===== src/rtl/hsv_pkg.sv =====
// Shared constants, types and the sextant channel map for the HSV to RGB converter.
`timescale 1ns / 1ps

package hsv_pkg;

   localparam int HUE_W = 15;
   localparam int SV_W = 13;
   localparam int CODE_W = 8;
   localparam int NUM_CHAN = 3;
   localparam int NUM_SEXT = 6;
   localparam int SEXT_W = 3;

   localparam logic [1:0] CHAN_RED = 2'd0;
   localparam logic [1:0] CHAN_GREEN = 2'd1;
   localparam logic [1:0] CHAN_BLUE = 2'd2;

   localparam int HUE_LIM_DEG = 360;
   localparam int PCT_LIM = 100;
   localparam int SEXT_DEG = 60;
   localparam int CODE_MAX = 255;

   // bits that hold one sextant span (60) and the weight constant (6000) at zero fraction bits
   localparam int DIST_BASE_W = 6;
   localparam int WEIGHT_BASE_W = 13;

   // common denominator is 9375 * 2^(3F + 6)
   localparam int DIV_BASE = 9375;
   localparam int DIV_SHIFT_BASE = 6;
   localparam int QUOT_W = 22;
   localparam int RECIP_K = 35;
   localparam int RECIP_W = 22;
   localparam logic [RECIP_W-1:0] RECIP = RECIP_W'((64'd1 << RECIP_K) / DIV_BASE);
   localparam int EST_W = CODE_W + 1;

   typedef logic [SEXT_W-1:0] sextant_type;

   typedef enum logic [1:0] {
      SEL_ZERO,
      SEL_CHROMA,
      SEL_X
   } sel_type;

   typedef struct packed {
      sextant_type sextant;
      logic        out_of_range;
   } ctl_type;

   function automatic sel_type sextant_pick(input sextant_type sextant, input logic [1:0] chan);
      sel_type r;
      sel_type g;
      sel_type b;
      sel_type pick;
      case (sextant)
         3'd0: begin
            r = SEL_CHROMA; g = SEL_X;      b = SEL_ZERO;
         end
         3'd1: begin
            r = SEL_X;      g = SEL_CHROMA; b = SEL_ZERO;
         end
         3'd2: begin
            r = SEL_ZERO;   g = SEL_CHROMA; b = SEL_X;
         end
         3'd3: begin
            r = SEL_ZERO;   g = SEL_X;      b = SEL_CHROMA;
         end
         3'd4: begin
            r = SEL_X;      g = SEL_ZERO;   b = SEL_CHROMA;
         end
         default: begin
            r = SEL_CHROMA; g = SEL_ZERO;   b = SEL_X;
         end
      endcase
      case (chan)
         CHAN_RED:   pick = r;
         CHAN_GREEN: pick = g;
         default:    pick = b;
      endcase
      return pick;
   endfunction

endpackage


===== src/rtl/hsv_weight.sv =====
// Stages two and three: per-channel weights and the brightness products.
`timescale 1ns / 1ps

module hsv_weight #(
   parameter int FRAC_BITS = 6,
   localparam int DIST_W = hsv_pkg::DIST_BASE_W + FRAC_BITS,
   localparam int WEIGHT_W = hsv_pkg::WEIGHT_BASE_W + 2 * FRAC_BITS,
   localparam int PROD_W = hsv_pkg::SV_W + WEIGHT_W
) (
   input  logic                       clock,
   input  logic                       reset,
   input  logic                       in_valid,
   output logic                       in_ready,
   input  hsv_pkg::ctl_type           ctl,
   input  logic [DIST_W-1:0]          gap,
   input  logic [hsv_pkg::SV_W-1:0]   sat,
   input  logic [hsv_pkg::SV_W-1:0]   bri,
   output logic                       out_valid,
   input  logic                       out_ready,
   output logic                       out_of_range,
   output logic [PROD_W-1:0]          prod [hsv_pkg::NUM_CHAN]
);

   localparam int P = hsv_pkg::SEXT_DEG << FRAC_BITS;
   localparam int SD_W = (hsv_pkg::SV_W + DIST_W > WEIGHT_W) ?
                         hsv_pkg::SV_W + DIST_W : WEIGHT_W;
   localparam logic [WEIGHT_W-1:0] PL =
      WEIGHT_W'(64'(hsv_pkg::SEXT_DEG * hsv_pkg::PCT_LIM) << (2 * FRAC_BITS));

   logic [SD_W-1:0]      sd;
   logic [SD_W-1:0]      sp;
   logic [WEIGHT_W-1:0]  w_x;
   logic [WEIGHT_W-1:0]  w_0;
   logic [WEIGHT_W-1:0]  weight_in [hsv_pkg::NUM_CHAN];
   logic [PROD_W-1:0]    prod_in [hsv_pkg::NUM_CHAN];

   logic                 valid2_ff;
   logic                 oor2_ff;
   logic [hsv_pkg::SV_W-1:0] bri2_ff;
   logic [WEIGHT_W-1:0]  weight_ff [hsv_pkg::NUM_CHAN];

   logic                 valid3_ff;
   logic                 oor3_ff;
   logic [PROD_W-1:0]    prod_ff [hsv_pkg::NUM_CHAN];

   logic                 ready2;
   logic                 ready3;

   // weights over a common denominator: chroma, X and the zero channel
   always_comb begin
      sd = SD_W'(sat) * SD_W'(gap);
      sp = SD_W'(sat) * SD_W'(P);
      w_x = PL - sd[WEIGHT_W-1:0];
      w_0 = PL - sp[WEIGHT_W-1:0];
      for (int ch = 0; ch < hsv_pkg::NUM_CHAN; ch++) begin
         case (hsv_pkg::sextant_pick(ctl.sextant, 2'(ch)))
            hsv_pkg::SEL_CHROMA: weight_in[ch] = PL;
            hsv_pkg::SEL_X:      weight_in[ch] = w_x;
            default:             weight_in[ch] = w_0;
         endcase
      end
   end

   always_comb begin
      for (int ch = 0; ch < hsv_pkg::NUM_CHAN; ch++) begin
         prod_in[ch] = PROD_W'(bri2_ff) * PROD_W'(weight_ff[ch]);
      end
   end

   assign ready3 = !valid3_ff || out_ready;
   assign ready2 = !valid2_ff || ready3;
   assign in_ready = ready2;

   always_ff @(posedge clock) begin
      if (reset) begin
         valid2_ff <= 1'b0;
         valid3_ff <= 1'b0;
      end else begin
         if (ready2) begin
            valid2_ff <= in_valid;
         end
         if (ready3) begin
            valid3_ff <= valid2_ff;
         end
      end
   end

   always_ff @(posedge clock) begin
      if (ready2 && in_valid) begin
         oor2_ff   <= ctl.out_of_range;
         bri2_ff   <= bri;
         weight_ff <= weight_in;
      end
      if (ready3 && valid2_ff) begin
         oor3_ff <= oor2_ff;
         prod_ff <= prod_in;
      end
   end

   assign out_valid = valid3_ff;
   assign out_of_range = oor3_ff;
   assign prod = prod_ff;

endmodule


===== config.mk =====
export PLATFORM = sky130hd
export DESIGN_NAME = hsv_weight
export DESIGN_NICKNAME = d
export VERILOG_FILES = /design/src/rtl/hsv_pkg.sv /design/src/rtl/hsv_weight.sv
export SDC_FILE = /design/constraint.sdc
export NUM_CORES = 2
export LEC_CHECK = 0
export ABC_AREA = 1
export BUFFER_PORTS_ARGS = -buffer_cell sky130_fd_sc_hd__buf_2
export CAP_MARGIN = 0
export CORE_MARGIN = 3
export CORE_UTILIZATION = 60
export CTS_CLUSTER_DIAMETER = 50
export DETAILED_ROUTE_END_ITERATION = 6
export GPL_TIMING_DRIVEN = 0
export PLACE_DENSITY = 0.78
export SYNTH_ARGS = -nofsm -noshare
export SYNTH_HDL_FRONTEND = slang
export SYNTH_SLANG_ARGS = --single-unit

===== constraint.sdc =====
create_clock -name clock -period 11.4 [get_ports clock]
set_clock_uncertainty 0.05 [all_clocks]
set_input_delay 0.57 -clock clock [delete_from_list [all_inputs] [get_ports clock]]
set_output_delay 0.57 -clock clock [all_outputs]
set_load 0.02 [all_outputs]

==> impl_metrics.env <==
export IMPL_synth_edf_count=204
export IMPL_crit_path_cell_trace="clkbuf_1, clkbuf_1, nand2_1, fa_1, inv_1, ha_1, fa_1, inv_1, fa_1, fa_1, inv_1, ha_1, nand2_1, nor4_1, nand3_1, nand3_1, nand2_1, nand2_1, xor2_1"
export IMPL_nFillCells=6492
export IMPL_drtIter0Drc=3736
export IMPL_yosys_warnings=0
export IMPL_fp_coreArea_sq_um=76200
export IMPL_pre_cts_slack_ns=4.16
export IMPL_cp_end_kind="flop"
export IMPL_slew_viol_final=11
export IMPL_io_pin_count=163
export IMPL_holdPathStages=2
export IMPL_die_w_microns=284
export IMPL_overflow=0
export IMPL_routed_via_density=5.45
export IMPL_synth_nets=7026
export IMPL_ys_types=52
export IMPL_synth_ff_type="edfxtp_1"
export IMPL_worst_slack_ns=3.86
export IMPL_grt_pass1_wl_mm=214
export IMPL_ff_latch_area_sq_um=6170
export IMPL_final_util=0.653
export IMPL_cts_tree="built"
export IMPL_cp_slowest_cell="clkbuf_1"
export IMPL_cts_resized=0
export IMPL_slew_headroom=-0.0440
export IMPL_final_common_cell="inv_1"
export IMPL_worstPathMaxFanout=10
export IMPL_hold_viol=0
export IMPL_syn_area_sq_um=46300
export IMPL_clock_fmax_mhz=133
export IMPL_ys_ff_latch=206
export IMPL_multi_input_area_sq_um=33000
export IMPL_wirelength_mm=136
export IMPL_fin_nets=7231
export IMPL_rows=101
export IMPL_hold_class="input port to flop"
export IMPL_syn_to_final_growth_pct=7.41
export IMPL_rsz0062_at_grt="false"
export IMPL_final_cell_mix="1,678 x inv_1, 1,537 x nand2_1, 893 x fa_1"
export IMPL_cp_top_family="adder cells"
export IMPL_dp_hpwl_mm=113
export IMPL_postSynthAreaPerCell_sq_um=8.08
export IMPL_initial_core_util=0.608
export IMPL_cts_hold_buf=0
export IMPL_setup_viol=0
export IMPL_numCtsBuffers=36
export IMPL_first_global_vias=39200
export IMPL_synth_cells=5736
export IMPL_rr_worst_depth=19
export IMPL_fin_area_sq_um=49800
export IMPL_dpl_cell_area_sq_um=48600
export IMPL_clock_sinks=206
export IMPL_drive_above_1_share=0.0474
export IMPL_timing_critical_path_buf_inv=5
export IMPL_clockBufferDepth=3
export IMPL_detail_route_antenna_nets=0
export IMPL_clock_latency_ns=0.57
export IMPL_cpPeakStageDelay_ns=1.21
export IMPL_track_usage=0.345
export IMPL_maxCapViolCount=1
export IMPL_antenna_found_initial=6
export IMPL_dr_pass1_iters=6
export IMPL_critPathRequiredTime_ns=11.67
export IMPL_route_detailed_drc=0
export IMPL_place_gp_congestion=1.02
export IMPL_critPathKind="flop to flop"
export IMPL_htreeDepth=2
export IMPL_setup_tns_ns=0
export IMPL_timing_final_crit_share=0.662
export IMPL_worst_pin_slew_ns=1.57
export IMPL_post_cts_setup_buffers=0
export IMPL_port_buffers=162
export IMPL_die_y_microns=284
export IMPL_die_area_sq_um=80600
export IMPL_outcome="complete, but fails checks"
export IMPL_wire_per_inst_microns=19.4
export IMPL_cp_arrival_ns=7.81
export IMPL_start_kind="flop"
export IMPL_clk_pin_slew_ns=0.05
export IMPL_ctsRootBufferMaster="clkbuf_16"
export IMPL_violations="max-capacitance violations, max-slew violations"
export IMPL_path_depth=19
export IMPL_ys_seq_area_frac=0.133
export IMPL_period_needed_ns=7.54
export IMPL_async_reset_ff_frac=0
export IMPL_grt_max_degree=69
export IMPL_vias=38100
==> through the flow <==
stage          cells  hold WS, ns
3_5_place_dp    6933        0.375
4_1_cts         6997       0.0954
3_3_place_gp    6928        0.351
5_1_grt         6997        0.117
6_report        7001        0.116
2_1_floorplan   5736        0.350
==> synthesized netlist by cell type, types with 3 or more instances <==
master	number	area share
buf_1	43	0.0035
xnor2_1	39	0.0074
clkinv_1	3	0.00024
a22o_1	3	0.00057
o221ai_1	4	0.00076
nor3_1	29	0.0031
o21bai_1	21	0.0034
a211oi_1	3	0.00049
a21boi_0	7	0.0011
nor2_2	3	0.00041
nand3b_1	6	0.00097
nor2_1	176	0.014
o21ai_1	4	0.00043
nand3_2	7	0.0015
o21a_1	5	0.00081
inv_1	1679	0.14
o22ai_1	18	0.0024
a221oi_1	4	0.00076
o21ai_0	64	0.0069
xor2_1	81	0.015
nand4_1	24	0.0032
nand3_1	113	0.012
a21oi_1	150	0.016
nor4_1	6	0.00081
ha_1	351	0.095
fa_1	893	0.39
o21ai_2	4	0.00076
clkbuf_1	164	0.013
nand2_4	5	0.0012
a31oi_1	13	0.0018
nand2_2	22	0.0030
edfxtp_1	204	0.13
a21o_1	25	0.0041
nand2_1	1537	0.12
o211ai_1	4	0.00065
==> cells by family (layout without fill, tap and decap cells) <==
family                     count (synthesis)  after routing  share of synthesized area
and+or+nand+nor                         1936           1936                      0.167
buffers and inverters                   1895           2126                      0.154
adders and majority gates               1244           1244                      0.481
AOI/OAI and AO/OA                        333            333                     0.0419
DFF                                      206            206                      0.133
xor gates and xnor gates                 122            122                     0.0234
other                                      0              4                          0
==> per-layer routing <==
layer | up-vias | global-route usage | wire length, microns
met2 | 2033 | 0.532 | 60100
li1 | 17000 | - | -
met3 | 412 | 0.0960 | 16900
met4 | 12 | 0.180 | 8720
met5 | - | 0 | 78
met1 | 18700 | 0.447 | 50200
==> sequential cells by signal, indices dropped and copies added (netlist names) <==
name          cells
out_valid         1
oor2_ff           1
valid2_ff         1
bri2_ff          13
prod            114
out_of_range      1
weight_ff        75
==> worst paths after layout <==
| check | startpoint | slack, ns | to |
|---|---|---|---|
| min | reset | 0.12 | out_valid |
| min reg2reg | oor2_ff | 0.37 | out_of_range |
| max | bri2_ff[3] | 3.86 | prod[107] |
| max reg2reg | bri2_ff[3] | 3.86 | prod[107] |
==> final cells by class <==
cell class / instances / area share
tap: 1030 / 0.0259
multi-input combinational: 3635 / 0.664
timing repair buffer: 167 / 0.0185
antenna: 4 / 0.000201
clock buffer: 41 / 0.0189
sequential: 206 / 0.124
clock inverter: 23 / 0.00520
buffer: 212 / 0.0165
inverter: 1683 / 0.127
Power is left out: the tool's default activity adds up to more than one toggle a clock period on the data nets, which glitch-free logic cannot reach.
