File: src/rtl/hsv_pkg.sv
// Shared constants, types and the sextant channel map for the HSV to RGB converter.
`timescale 1ns / 1ps

package hsv_pkg;

   localparam int HUE_W = 15;
   localparam int SV_W = 13;
   localparam int CODE_W = 8;
   localparam int NUM_CHAN = 3;
   localparam int NUM_SEXT = 6;
   localparam int SEXT_W = 3;

   localparam logic [1:0] CHAN_RED = 2'd0;
   localparam logic [1:0] CHAN_GREEN = 2'd1;
   localparam logic [1:0] CHAN_BLUE = 2'd2;

   localparam int HUE_LIM_DEG = 360;
   localparam int PCT_LIM = 100;
   localparam int SEXT_DEG = 60;
   localparam int CODE_MAX = 255;

   // bits that hold one sextant span (60) and the weight constant (6000) at zero fraction bits
   localparam int DIST_BASE_W = 6;
   localparam int WEIGHT_BASE_W = 13;

   // common denominator is 9375 * 2^(3F + 6)
   localparam int DIV_BASE = 9375;
   localparam int DIV_SHIFT_BASE = 6;
   localparam int QUOT_W = 22;
   localparam int RECIP_K = 35;
   localparam int RECIP_W = 22;
   localparam logic [RECIP_W-1:0] RECIP = RECIP_W'((64'd1 << RECIP_K) / DIV_BASE);
   localparam int EST_W = CODE_W + 1;

   typedef logic [SEXT_W-1:0] sextant_type;

   typedef enum logic [1:0] {
      SEL_ZERO,
      SEL_CHROMA,
      SEL_X
   } sel_type;

   typedef struct packed {
      sextant_type sextant;
      logic        out_of_range;
   } ctl_type;

   function automatic sel_type sextant_pick(input sextant_type sextant, input logic [1:0] chan);
      sel_type r;
      sel_type g;
      sel_type b;
      sel_type pick;
      case (sextant)
         3'd0: begin
            r = SEL_CHROMA; g = SEL_X;      b = SEL_ZERO;
         end
         3'd1: begin
            r = SEL_X;      g = SEL_CHROMA; b = SEL_ZERO;
         end
         3'd2: begin
            r = SEL_ZERO;   g = SEL_CHROMA; b = SEL_X;
         end
         3'd3: begin
            r = SEL_ZERO;   g = SEL_X;      b = SEL_CHROMA;
         end
         3'd4: begin
            r = SEL_X;      g = SEL_ZERO;   b = SEL_CHROMA;
         end
         default: begin
            r = SEL_CHROMA; g = SEL_ZERO;   b = SEL_X;
         end
      endcase
      case (chan)
         CHAN_RED:   pick = r;
         CHAN_GREEN: pick = g;
         default:    pick = b;
      endcase
      return pick;
   endfunction

endpackage

File: src/rtl/hsv_sextant.sv
// Stage one: range check, sextant of the hue and distance term of the X weight.
`timescale 1ns / 1ps

module hsv_sextant #(
   parameter int FRAC_BITS = 6,
   localparam int DIST_W = hsv_pkg::DIST_BASE_W + FRAC_BITS
) (
   input  logic                       clock,
   input  logic                       reset,
   input  logic                       in_valid,
   output logic                       in_ready,
   input  logic [hsv_pkg::HUE_W-1:0]  hue,
   input  logic [hsv_pkg::SV_W-1:0]   saturation,
   input  logic [hsv_pkg::SV_W-1:0]   brightness,
   output logic                       out_valid,
   input  logic                       out_ready,
   output hsv_pkg::ctl_type           ctl,
   output logic [DIST_W-1:0]          gap,
   output logic [hsv_pkg::SV_W-1:0]   sat,
   output logic [hsv_pkg::SV_W-1:0]   bri
);

   localparam int XW = hsv_pkg::HUE_W + FRAC_BITS;
   localparam int P = hsv_pkg::SEXT_DEG << FRAC_BITS;
   localparam int unsigned HUE_LIM = hsv_pkg::HUE_LIM_DEG << FRAC_BITS;
   localparam int unsigned PCT = hsv_pkg::PCT_LIM << FRAC_BITS;

   logic [XW-1:0]          hx;
   logic [XW-1:0]          base;
   logic [XW-1:0]          off;
   hsv_pkg::sextant_type   sext;
   hsv_pkg::ctl_type       ctl_in;
   logic [DIST_W-1:0]      gap_in;

   logic                   valid_ff;
   hsv_pkg::ctl_type       ctl_ff;
   logic [DIST_W-1:0]      gap_ff;
   logic [hsv_pkg::SV_W-1:0] sat_ff;
   logic [hsv_pkg::SV_W-1:0] bri_ff;

   always_comb begin
      hx = XW'(hue);
      sext = '0;
      base = '0;
      for (int i = 1; i < hsv_pkg::NUM_SEXT; i++) begin
         if (hx >= XW'(i * P)) begin
            sext = hsv_pkg::SEXT_W'(i);
            base = XW'(i * P);
         end
      end
      off = hx - base;
      if (sext[0]) begin
         gap_in = DIST_W'(off);
      end else begin
         gap_in = DIST_W'(P) - DIST_W'(off);
      end
      ctl_in.sextant = sext;
      ctl_in.out_of_range = (32'(hue) > HUE_LIM) || (32'(saturation) > PCT)
                            || (32'(brightness) > PCT);
   end

   assign in_ready = !valid_ff || out_ready;

   always_ff @(posedge clock) begin
      if (reset) begin
         valid_ff <= 1'b0;
      end else if (in_ready) begin
         valid_ff <= in_valid;
      end
   end

   always_ff @(posedge clock) begin
      if (in_ready && in_valid) begin
         ctl_ff  <= ctl_in;
         gap_ff  <= gap_in;
         sat_ff  <= saturation;
         bri_ff  <= brightness;
      end
   end

   assign out_valid = valid_ff;
   assign ctl = ctl_ff;
   assign gap = gap_ff;
   assign sat = sat_ff;
   assign bri = bri_ff;

endmodule

File: config.mk
export PLATFORM = sky130hd
export DESIGN_NAME = hsv_sextant
export DESIGN_NICKNAME = d
export VERILOG_FILES = /design/src/rtl/hsv_pkg.sv /design/src/rtl/hsv_sextant.sv
export SDC_FILE = /design/constraint.sdc
export NUM_CORES = 1
export LEC_CHECK = 0
export CAP_MARGIN = 20
export CORE_MARGIN = 1.5
export CORE_UTILIZATION = 55
export DETAILED_ROUTE_END_ITERATION = 8
export DONT_BUFFER_PORTS = 1
export PLACE_DENSITY_LB_ADDON = 0.12
export RECOVER_POWER = 50
export SLEW_MARGIN = 25
export SYNTH_ARGS = -nofsm -noshare
export SYNTH_HDL_FRONTEND = slang
export SYNTH_SLANG_ARGS = --single-unit
File: constraint.sdc
create_clock -name clock -period 3.7 [get_ports clock]
set_input_delay 0.37 -clock clock [delete_from_list [all_inputs] [get_ports clock]]
set_output_delay 0.37 -clock clock [all_outputs]
set_load 0.005 [all_outputs]
==> impl_metrics.xml <==
<?xml version="1.0" encoding="UTF-8"?>
<metrics>
  <group name="route">
    <metric name="routed_via_density" unit="">5.89</metric>
    <metric name="drt_iter0_drc" unit="">100</metric>
    <metric name="drt_drc_violations_left" unit="">0</metric>
    <metric name="drt_pass1_iterations" unit="">4</metric>
    <metric name="route.final.wire_length" unit="um">3250</metric>
    <metric name="dr_total_vias" unit="">1095</metric>
    <metric name="route.antenna.remaining_nets" unit="">0</metric>
    <metric name="avgRoutedWirePerCell" unit="um">17.5</metric>
  </group>
  <group name="timing">
    <metric name="setup_viol" unit="">0</metric>
    <metric name="unrepaired_setup_endpoints_after_global_routing" unit="">no</metric>
    <metric name="report.final.hold_viol_count" unit="">0</metric>
    <metric name="timing_max_transition_violations_final" unit="">0</metric>
    <metric name="timing.final.crit_period" unit="ns">2.61</metric>
    <metric name="skew" unit="ns">0.00220</metric>
    <metric name="timing.slew.headroom" unit="%">40.4</metric>
    <metric name="fin_setup_tns" unit="ns">0</metric>
    <metric name="tightest_slew" unit="ns">0.894</metric>
    <metric name="final.period_utilization" unit="%">70.7</metric>
    <metric name="fmaxAchievable" unit="GHz">0.383</metric>
  </group>
  <group name="global_routing">
    <metric name="first_global_vias" unit="">1005</metric>
    <metric name="global_route_wire_length_before_repair" unit="um">5040</metric>
    <metric name="globalRouteOverflowTotal" unit="">0</metric>
    <metric name="groute.usage.overall" unit="%">17.4</metric>
    <metric name="grt_antenna_before_repair" unit="">0</metric>
    <metric name="maximum_number_of_pins_on_one_net_before_global_route_repair" unit="">43</metric>
  </group>
  <group name="floorplanning">
    <metric name="die_w" unit="um">62.4</metric>
    <metric name="coreArea" unit="um^2">3360</metric>
    <metric name="initial_standard_cell_utilization_of_the_core" unit="%">57.8</metric>
    <metric name="die_h" unit="um">62.4</metric>
    <metric name="fp-row-count" unit="">21</metric>
    <metric name="io_pins" unit="">89</metric>
    <metric name="die_area" unit="um^2">3900</metric>
  </group>
  <group name="logic_synthesis">
    <metric name="yosysWarnings" unit="">0</metric>
    <metric name="synth_fp_nets" unit="">186</metric>
    <metric name="proportion_of_register_bits_with_asynchronous_set_or_reset_after_synthesis" unit="%">0</metric>
    <metric name="synth.cell_area" unit="um^2">1940</metric>
    <metric name="synth_edf_count" unit="">42</metric>
    <metric name="most_used_flip_flop_cell_after_synthesis" unit="">sky130_fd_sc_hd__edfxtp_1</metric>
    <metric name="ys_types" unit="">37</metric>
    <metric name="ys_seq_area_share" unit="%">65.9</metric>
    <metric name="ff_latch_count_synth" unit="">43</metric>
    <metric name="syn_area_per_cell" unit="um^2">14.3</metric>
    <metric name="postSynthCellCount" unit="">136</metric>
  </group>
  <group name="worst_setup_path">
    <metric name="timing.critical_path.to_type" unit="">register</metric>
    <metric name="worst_ep_arrival_time" unit="ns">2.71</metric>
    <metric name="critical_path_class" unit="">input pin to register</metric>
    <metric name="critPathLaunchType" unit="">input pin</metric>
    <metric name="rr_worst_depth" unit="">2</metric>
    <metric name="cp_data_required_time" unit="ns">3.80</metric>
    <metric name="crit_path_max_fanout" unit="">13</metric>
  </group>
  <group name="finish">
    <metric name="final_common_cell" unit="">sky130_fd_sc_hd__edfxtp_1</metric>
    <metric name="num-nets-final" unit="">189</metric>
    <metric name="fill_cells" unit="">296</metric>
    <metric name="drive_above_1_share" unit="%">11.4</metric>
    <metric name="layout-area-overhead-vs-synth" unit="%">6.25</metric>
    <metric name="design_area" unit="um^2">2060</metric>
    <metric name="ant_cells" unit="">0</metric>
    <metric name="commonest_cells_after_routing_fill_and_taps_aside" unit="">sky130_fd_sc_hd__edfxtp_1, sky130_fd_sc_hd__nor2_1, sky130_fd_sc_hd__inv_1</metric>
  </group>
  <group name="clocking">
    <metric name="root_buffer" unit="">sky130_fd_sc_hd__clkbuf_4</metric>
    <metric name="cts_tree" unit="">built</metric>
    <metric name="post_cts_resize_count" unit="">0</metric>
    <metric name="cts_htree_levels" unit="">2</metric>
    <metric name="tritoncts_buffer_count" unit="">5</metric>
    <metric name="cts.reportedPaths.clkPinSlew" unit="ns">0.11</metric>
    <metric name="cts_setup_buffers" unit="">0</metric>
    <metric name="clk_path_buf_depth" unit="">2</metric>
    <metric name="clock_sink_count" unit="">43</metric>
    <metric name="cts_hold_repair.buffers" unit="">0</metric>
    <metric name="insertion_delay" unit="ns">0.33</metric>
  </group>
  <group name="job">
    <metric name="number_of_max_cap_violations" unit="">0</metric>
  </group>
  <group name="place">
    <metric name="place.gp.congestion" unit="">0.832</metric>
    <metric name="dp_hpwl" unit="um">2480</metric>
    <metric name="placement.io_buffers" unit="">0</metric>
    <metric name="dpl_cell_area" unit="um^2">1960</metric>
  </group>
  <group name="pwr">
    <metric name="power_density_cells" unit="nW/um^2">509</metric>
    <metric name="power.leakage" unit="nW">0.709</metric>
    <metric name="vdd.ir_drop.worst" unit="mV">0.224</metric>
    <metric name="finalPower" unit="mW">1.05</metric>
  </group>
  <group name="worst_hold_path">
    <metric name="timing.hold.worst.class" unit="">input pin to register</metric>
    <metric name="min_path_cells" unit="">1</metric>
  </group>
  <group name="status">
    <metric name="status" unit="">complete, no violations</metric>
  </group>
</metrics>
[routing by layer]
| layer | GRT usage [%] | up-vias | part of all wire, % |
|---|---|---|---|
| met5 | 0 | - | 0 |
| met4 | 8.33 | 0 | 1.5 |
| met3 | 7.21 | 4 | 9.8 |
| met2 | 29.6 | 65 | 54 |
| met1 | 18.7 | 499 | 35 |
| li1 | - | 527 | - |
[flip-flops by register name, indices dropped and copies added (netlist names)]
signal,flops
out_valid,1
sat,13
bri,13
gap,12
ctl,4
[per-stage QoR]
| stage | hold slack (ns) | std cells | utilization [%] | worst slack (ns) |
|---|---|---|---|---|
| after global routing | 0.0515 | 186 | 61.4 | 0.972 |
| after detailed placement | 0.442 | 178 | 58.4 | 0.741 |
| after global placement | 0.440 | 178 | 58.4 | 0.797 |
| after CTS | 0.0643 | 186 | 61.4 | 1.11 |
| final | 0.0850 | 186 | 61.4 | 1.09 |
| after floorplan | 0.439 | 136 | - | 0.813 |
[cell usage after synthesis, drive strengths merged, types with 2 or more instances]
master | instances | area, um^2
a21boi | 2 | 15.0
nor3 | 5 | 25.0
o311ai | 3 | 33.8
o21ai | 4 | 20.0
a21oi | 8 | 51.3
a21o | 2 | 15.0
xnor2 | 6 | 52.6
inv | 7 | 26.3
buf | 4 | 38.8
xor2 | 6 | 52.6
ha | 4 | 50.1
and3 | 2 | 12.5
nand3 | 5 | 25.0
nor4 | 4 | 25.0
o211ai | 2 | 28.8
a31oi | 2 | 12.5
nor2 | 13 | 51.3
edfxtp | 42 | 1260
o31ai | 2 | 15.0
[kinds of logic after synthesis]
logic type	synth area share (%)
and+or+nand+nor	8.89
muxes	1.09
adders and majority gates	3.61
xor gates and xnor gates	5.41
buffers and inverters	3.35
DFF	65.9
AOI/OAI and AO/OA	11.7
[worst paths after layout]
kind	start	end	slack, ns
worst max-delay path	hue[13]	gap[11]	1.09
worst min register to register	out_valid	out_valid	0.57
worst min-delay path	reset	out_valid	0.09
worst max register to register	out_valid	ctl[3]	2.11
[cell type report]
class                           count  area (um^2)  area share [%]
Sequential cell                    43         1280            62.1
Tap cell                           46         57.6            2.79
Clock buffer                        6         41.3            2.00
Multi-Input combinational cell     82          598            29.0
Clock inverter                      2         60.1            2.91
Inverter                            7         26.3            1.27
[report_power, final]
part	total (mW)	switching, mW	internal [mW]
Clock	0.347	0.136	0.211
Sequential	0.606	0.0201	0.586
Combinational	0.0986	0.0560	0.0427
Total	1.05	0.212	0.839
[worst max-delay path, stage by stage]
cell and delay (ns):
sky130_fd_sc_hd__a21oi_1 0.05, sky130_fd_sc_hd__or4_4 0.50, sky130_fd_sc_hd__o211ai_4 0.38, sky130_fd_sc_hd__ha_1 0.27, sky130_fd_sc_hd__fa_1 0.47, sky130_fd_sc_hd__a2111oi_0 0.48, sky130_fd_sc_hd__nor2_2 0.06, sky130_fd_sc_hd__xnor2_1 0.13
Note: power is estimated with default switching activity, not from simulation.
