`config.mk`:
```
export PLATFORM = sky130hd
export DESIGN_NAME = hsv_scale
export DESIGN_NICKNAME = d
export VERILOG_FILES = /design/src/rtl/hsv_pkg.sv /design/src/rtl/hsv_scale.sv
export SDC_FILE = /design/constraint.sdc
export NUM_CORES = 2
export LEC_CHECK = 0
export ABC_AREA = 1
export BUFFER_PORTS_ARGS = -buffer_cell sky130_fd_sc_hd__buf_2
export CAP_MARGIN = 10
export CORE_UTILIZATION = 24
export CTS_BUF_LIST = sky130_fd_sc_hd__clkbuf_4 sky130_fd_sc_hd__clkbuf_8
export CTS_CLUSTER_DIAMETER = 30
export CTS_CLUSTER_SIZE = 16
export DETAILED_ROUTE_END_ITERATION = 10
export GPL_TIMING_DRIVEN = 0
export PLACE_DENSITY_LB_ADDON = 0.2
export SLEW_MARGIN = 40
export SYNTH_ARGS = -nofsm -noshare
export SYNTH_HDL_FRONTEND = slang
export SYNTH_SLANG_ARGS = --single-unit
```
`constraint.sdc`:
```
create_clock -name clock -period 7 [get_ports clock]
set_input_delay 0.7 -clock clock [delete_from_list [all_inputs] [get_ports clock]]
set_output_delay 0.7 -clock clock [all_outputs]
set_load 0.1 [all_outputs]
```
`src/rtl/hsv_pkg.sv`:
```
// Shared constants, types and the sextant channel map for the HSV to RGB converter.
`timescale 1ns / 1ps

package hsv_pkg;

   localparam int HUE_W = 15;
   localparam int SV_W = 13;
   localparam int CODE_W = 8;
   localparam int NUM_CHAN = 3;
   localparam int NUM_SEXT = 6;
   localparam int SEXT_W = 3;

   localparam logic [1:0] CHAN_RED = 2'd0;
   localparam logic [1:0] CHAN_GREEN = 2'd1;
   localparam logic [1:0] CHAN_BLUE = 2'd2;

   localparam int HUE_LIM_DEG = 360;
   localparam int PCT_LIM = 100;
   localparam int SEXT_DEG = 60;
   localparam int CODE_MAX = 255;

   // bits that hold one sextant span (60) and the weight constant (6000) at zero fraction bits
   localparam int DIST_BASE_W = 6;
   localparam int WEIGHT_BASE_W = 13;

   // common denominator is 9375 * 2^(3F + 6)
   localparam int DIV_BASE = 9375;
   localparam int DIV_SHIFT_BASE = 6;
   localparam int QUOT_W = 22;
   localparam int RECIP_K = 35;
   localparam int RECIP_W = 22;
   localparam logic [RECIP_W-1:0] RECIP = RECIP_W'((64'd1 << RECIP_K) / DIV_BASE);
   localparam int EST_W = CODE_W + 1;

   typedef logic [SEXT_W-1:0] sextant_type;

   typedef enum logic [1:0] {
      SEL_ZERO,
      SEL_CHROMA,
      SEL_X
   } sel_type;

   typedef struct packed {
      sextant_type sextant;
      logic        out_of_range;
   } ctl_type;

   function automatic sel_type sextant_pick(input sextant_type sextant, input logic [1:0] chan);
      sel_type r;
      sel_type g;
      sel_type b;
      sel_type pick;
      case (sextant)
         3'd0: begin
            r = SEL_CHROMA; g = SEL_X;      b = SEL_ZERO;
         end
         3'd1: begin
            r = SEL_X;      g = SEL_CHROMA; b = SEL_ZERO;
         end
         3'd2: begin
            r = SEL_ZERO;   g = SEL_CHROMA; b = SEL_X;
         end
         3'd3: begin
            r = SEL_ZERO;   g = SEL_X;      b = SEL_CHROMA;
         end
         3'd4: begin
            r = SEL_X;      g = SEL_ZERO;   b = SEL_CHROMA;
         end
         default: begin
            r = SEL_CHROMA; g = SEL_ZERO;   b = SEL_X;
         end
      endcase
      case (chan)
         CHAN_RED:   pick = r;
         CHAN_GREEN: pick = g;
         default:    pick = b;
      endcase
      return pick;
   endfunction

endpackage

```
`src/rtl/hsv_scale.sv`:
```
// Stages four to six: scale by 255, divide by the common denominator, output register.
`timescale 1ns / 1ps

module hsv_scale #(
   parameter int FRAC_BITS = 6,
   localparam int PROD_W = 2 * hsv_pkg::SV_W + 2 * FRAC_BITS
) (
   input  logic                        clock,
   input  logic                        reset,
   input  logic                        in_valid,
   output logic                        in_ready,
   input  logic                        in_out_of_range,
   input  logic [PROD_W-1:0]           prod [hsv_pkg::NUM_CHAN],
   output logic                        out_valid,
   input  logic                        out_ready,
   output logic [hsv_pkg::CODE_W-1:0]  red,
   output logic [hsv_pkg::CODE_W-1:0]  green,
   output logic [hsv_pkg::CODE_W-1:0]  blue,
   output logic                        out_of_range
);

   localparam int NW = PROD_W + hsv_pkg::CODE_W;
   localparam int SHIFT = 3 * FRAC_BITS + hsv_pkg::DIV_SHIFT_BASE;
   localparam int QR_W = hsv_pkg::QUOT_W + hsv_pkg::RECIP_W;
   localparam int BACK_W = hsv_pkg::QUOT_W + 1;

   logic [NW-1:0]                   scaled [hsv_pkg::NUM_CHAN];
   logic [hsv_pkg::QUOT_W-1:0]      quot_in [hsv_pkg::NUM_CHAN];
   logic [QR_W-1:0]                 qr [hsv_pkg::NUM_CHAN];
   logic [hsv_pkg::EST_W-1:0]       est_in [hsv_pkg::NUM_CHAN];
   logic [BACK_W-1:0]               back [hsv_pkg::NUM_CHAN];
   logic [BACK_W-1:0]               rem [hsv_pkg::NUM_CHAN];
   logic [hsv_pkg::EST_W-1:0]       adj [hsv_pkg::NUM_CHAN];
   logic [hsv_pkg::CODE_W-1:0]      code_in [hsv_pkg::NUM_CHAN];

   logic                            valid4_ff;
   logic                            oor4_ff;
   logic [hsv_pkg::QUOT_W-1:0]      quot4_ff [hsv_pkg::NUM_CHAN];

   logic                            valid5_ff;
   logic                            oor5_ff;
   logic [hsv_pkg::QUOT_W-1:0]      quot5_ff [hsv_pkg::NUM_CHAN];
   logic [hsv_pkg::EST_W-1:0]       est_ff [hsv_pkg::NUM_CHAN];

   logic                            valid6_ff;
   logic                            oor6_ff;
   logic [hsv_pkg::CODE_W-1:0]      code_ff [hsv_pkg::NUM_CHAN];

   logic                            ready4;
   logic                            ready5;
   logic                            ready6;

   // times 255, then drop the power-of-two part of the denominator
   always_comb begin
      for (int ch = 0; ch < hsv_pkg::NUM_CHAN; ch++) begin
         scaled[ch] = (NW'(prod[ch]) << hsv_pkg::CODE_W) - NW'(prod[ch]);
         quot_in[ch] = hsv_pkg::QUOT_W'(scaled[ch] >> SHIFT);
      end
   end

   // reciprocal estimate, low by at most one
   always_comb begin
      for (int ch = 0; ch < hsv_pkg::NUM_CHAN; ch++) begin
         qr[ch] = QR_W'(quot4_ff[ch]) * QR_W'(hsv_pkg::RECIP);
         est_in[ch] = qr[ch][hsv_pkg::RECIP_K +: hsv_pkg::EST_W];
      end
   end

   // correct the estimate, clamp and zero when out of range
   always_comb begin
      for (int ch = 0; ch < hsv_pkg::NUM_CHAN; ch++) begin
         back[ch] = BACK_W'(est_ff[ch]) * BACK_W'(hsv_pkg::DIV_BASE);
         rem[ch] = BACK_W'(quot5_ff[ch]) - back[ch];
         if (rem[ch] >= BACK_W'(hsv_pkg::DIV_BASE)) begin
            adj[ch] = est_ff[ch] + hsv_pkg::EST_W'(1);
         end else begin
            adj[ch] = est_ff[ch];
         end
         if (oor5_ff) begin
            code_in[ch] = '0;
         end else if (adj[ch] > hsv_pkg::EST_W'(hsv_pkg::CODE_MAX)) begin
            code_in[ch] = hsv_pkg::CODE_W'(hsv_pkg::CODE_MAX);
         end else begin
            code_in[ch] = adj[ch][hsv_pkg::CODE_W-1:0];
         end
      end
   end

   assign ready6 = !valid6_ff || out_ready;
   assign ready5 = !valid5_ff || ready6;
   assign ready4 = !valid4_ff || ready5;
   assign in_ready = ready4;

   always_ff @(posedge clock) begin
      if (reset) begin
         valid4_ff <= 1'b0;
         valid5_ff <= 1'b0;
         valid6_ff <= 1'b0;
      end else begin
         if (ready4) begin
            valid4_ff <= in_valid;
         end
         if (ready5) begin
            valid5_ff <= valid4_ff;
         end
         if (ready6) begin
            valid6_ff <= valid5_ff;
         end
      end
   end

   always_ff @(posedge clock) begin
      if (ready4 && in_valid) begin
         oor4_ff  <= in_out_of_range;
         quot4_ff <= quot_in;
      end
      if (ready5 && valid4_ff) begin
         oor5_ff  <= oor4_ff;
         quot5_ff <= quot4_ff;
         est_ff   <= est_in;
      end
      if (ready6 && valid5_ff) begin
         oor6_ff <= oor5_ff;
         code_ff <= code_in;
      end
   end

   assign out_valid = valid6_ff;
   assign out_of_range = oor6_ff;
   assign red = code_ff[hsv_pkg::CHAN_RED];
   assign green = code_ff[hsv_pkg::CHAN_GREEN];
   assign blue = code_ff[hsv_pkg::CHAN_BLUE];

endmodule

```
==> impl_metrics.py <==
metrics = {
    "timing": {
        "maxSlewHeadroom_pct": 44.1,
        "period_minus_slack_ps": 6700,
        "setup_viol_count_final": 0,
        "max_freq_mhz": 149,
        "tightest_slew_ps": 831,
        "clock_skew_ps": 61.2,
        "maxSlewViolCount": 0,
        "rsz0062_at_grt": "no",
        "hold_viol": 0,
        "min_period_over_period_pct": 95.7,
        "fin_hold_ws_ps": 170,
        "fin_ws_ps": 300,
    },
    "placement": {
        "place_congestion": 0.897,
        "dp_hpwl_microns": 131000,
        "port-buffer-count": 145,
        "dp.cells": 8542,
        "place_ws_ps": -45.3,
        "dpl_cell_area_sq_mm": 0.0514,
    },
    "setup_path": {
        "crit_path_top_delay_cell": "o21ai_0",
        "crit_fanout": 6,
        "crit_path_cell_trace": "buf_4, fa_1, fa_1, inv_1, fa_1, fa_1, fa_1, inv_1, fa_1, inv_1, fa_1, inv_1, ha_1, nand2_1, nor2_1, nand3_1, o21ai_0, nand3_1, o2111ai_1, xor2_1",
        "critPathMaxStageDelay_ps": 600,
        "cp-start-kind": "flop",
        "critical_path_arrival_ps": 7110,
        "critPathMostFrequentCell": "fa_1",
        "crit_type": "flop to flop",
        "worstPathRequired_ps": 7410,
        "endpoint_kind": "flop",
    },
    "cts": {
        "cts_buffers": 17,
        "cts.htree.levels": 4,
        "cts_buffer_depth": 2,
        "cts_tree": "yes",
        "cts_hold_buf": 0,
        "cts_sinks": 189,
        "root_buffer": "clkbuf_8",
        "clk_pin_slew_worst_paths_ps": 160,
        "clk-insertion-delay-late_ps": 690,
    },
    "logic_synthesis": {
        "synth_edf_count": 186,
        "netlist_area_sq_mm": 0.0473,
        "yosysWarnings": 0,
        "synth_top_area_cell": "fa_1",
        "synthesis.nets": 7356,
        "syn_inst": 5768,
        "ys_top_cells_by_area": "fa_1 (29%), ha_1 (21%), inv_1 (13%)",
        "synth_top_area_share_pct": 28.6,
        "synth.distinct_cells": 49,
        "synth_area_per_cell_sq_um": 8.20,
        "async_flop_share_pct": 0,
        "synth_ff_type": "edfxtp_1",
        "ys_ff_latch": 189,
        "synth.top_cells.by_count": "inv_1 (1633), nand2_1 (861), ha_1 (794)",
        "seq_area_frac_synth_pct": 11.9,
        "yosysMostFrequentCell": "inv_1",
    },
    "die": {
        "die_h_microns": 446,
        "dieArea_sq_mm": 0.199,
        "fp.dieW_microns": 446,
        "initial_core_util_pct": 24.2,
        "io-pin-count": 146,
        "core_region_area_sq_mm": 0.195,
        "rows": 162,
    },
    "job": {
        "drv_cap": 0,
    },
    "routing": {
        "route.met3.wl_microns": 3980,
        "topRoutingLayerUsed": "met5",
        "vias": 36900,
        "ant_nets": 0,
        "wl_met1_microns": 65100,
        "drt-total-wl_microns": 144000,
        "drt_iter0_drc": 1595,
        "drc": 0,
        "avgViaCountPerCell": 4.28,
        "drt-pass1-iter-count": 8,
        "wl_per_cell_microns": 16.8,
        "met2_wirelength_microns": 71200,
    },
    "min_path": {
        "hold_path.class": "input pin to flop",
    },
    "grt": {
        "grt_use_total_pct": 14.8,
        "grt_antenna_before_repair": 2,
        "grt_start_max_net_pins": 64,
        "first_global_vias": 39400,
        "grt.overflow.total": 0,
        "grt_pass1_wl_microns": 225000,
    },
    "cells_and_area": {
        "nets": 7566,
        "fin_area_sq_mm": 0.0522,
        "fillers": 21600,
        "drive_gt1_share_pct": 4.59,
        "stdcell_count": 8616,
        "multi_input_area_sq_mm": 0.0355,
        "ff_latch_area_sq_mm": 0.00565,
        "syn2layout_area_growth_pct": 10.4,
    },
    "status": {
        "status": "finished, final reports clean",
    },
}
[worst max-delay path, delay by kind of cell (launching register included)]
kind | cells | cell delay [ps]
fa+ha+maj | 8 | 3930
compound gates | 2 | 740
simple gates | 4 | 650
flops | 1 | 570
buf+inv | 5 | 450
xor+xnor | 1 | 100
[registers in the layout, indices dropped and copies added (netlist names)]
register	count
oor5_ff	1
est_ff	27
oor4_ff	1
valid5_ff	1
valid4_ff	1
red	8
blue	8
quot4_ff	66
out_valid	1
green	8
out_of_range	1
quot5_ff	66
[layout by cell type, fill, tap and decap left out, types with 60 or more instances in the layout]
| master | Yosys | final |
|---|---|---|
| xor2_1 | 101 | 101 |
| fa_1 | 675 | 674 |
| nand2_1 | 861 | 861 |
| nand3_1 | 179 | 179 |
| ha_1 | 794 | 794 |
| nand4_1 | 60 | 60 |
| buf_2 | 0 | 145 |
| inv_1 | 1633 | 1631 |
| a21oi_1 | 349 | 348 |
| o21ai_0 | 181 | 181 |
| nor2_1 | 394 | 394 |
| edfxtp_1 | 186 | 186 |
[cell type report]
type,instances,area share (%)
timing repair buffer,191,2.22
clock buffer,17,0.448
clock inverter,15,0.422
buffer,2,0.0168
sequential,189,10.8
antenna,1,0.00479
tap,2624,6.29
inverter,1636,11.8
multi-input combinational,3941,68.0
[cell families after synthesis]
| group | Yosys count | synth area share (%) |
|---|---|---|
| AND/OR/NAND/NOR | 1622 | 14.4 |
| buffers and inverters | 1638 | 13.0 |
| adder cells (fa/ha/maj) | 1469 | 49.6 |
| XOR/XNOR | 148 | 2.74 |
| AO/OA/AOI/OAI | 702 | 8.36 |
| flip-flops | 189 | 11.9 |
[path summary, 6_finish.rpt]
check	cells after the start	start	end	slack [ps]
max	20	quot4_ff[9]	est_ff[5]	300
min	2	reset	valid5_ff	170
max reg2reg	20	quot4_ff[9]	est_ff[5]	300
min reg2reg	0	oor4_ff	oor5_ff	430
[per-stage QoR]
step / util (%) / setup TNS (ps)
CTS: 26.6 / 0
detailed placement: 26.3 / -45.3
finish: 26.7 / 0
global route: 26.7 / 0
floorplan: - / 0
global placement: 26.3 / -11.7
[what timing repair did]
item                       in CTS  in global routing
setup buffers                   0                 41
pin swaps                       0                  1
gates cloned                    0                  0
gates resized for setup         1                  2
setup endpoints to repair       1                  4
[per-layer routing]
| layer | up-vias | GRT usage [%] |
|---|---|---|
| met5 | - | 0 |
| met4 | 2 | 4.62 |
| met3 | 134 | 1.53 |
| met2 | 540 | 26.3 |
| met1 | 17800 | 18.7 |
| li1 | 18400 | - |
Power is left out: the tool's default activity adds up to more than one toggle a clock period on the data nets, which glitch-free logic cannot reach.
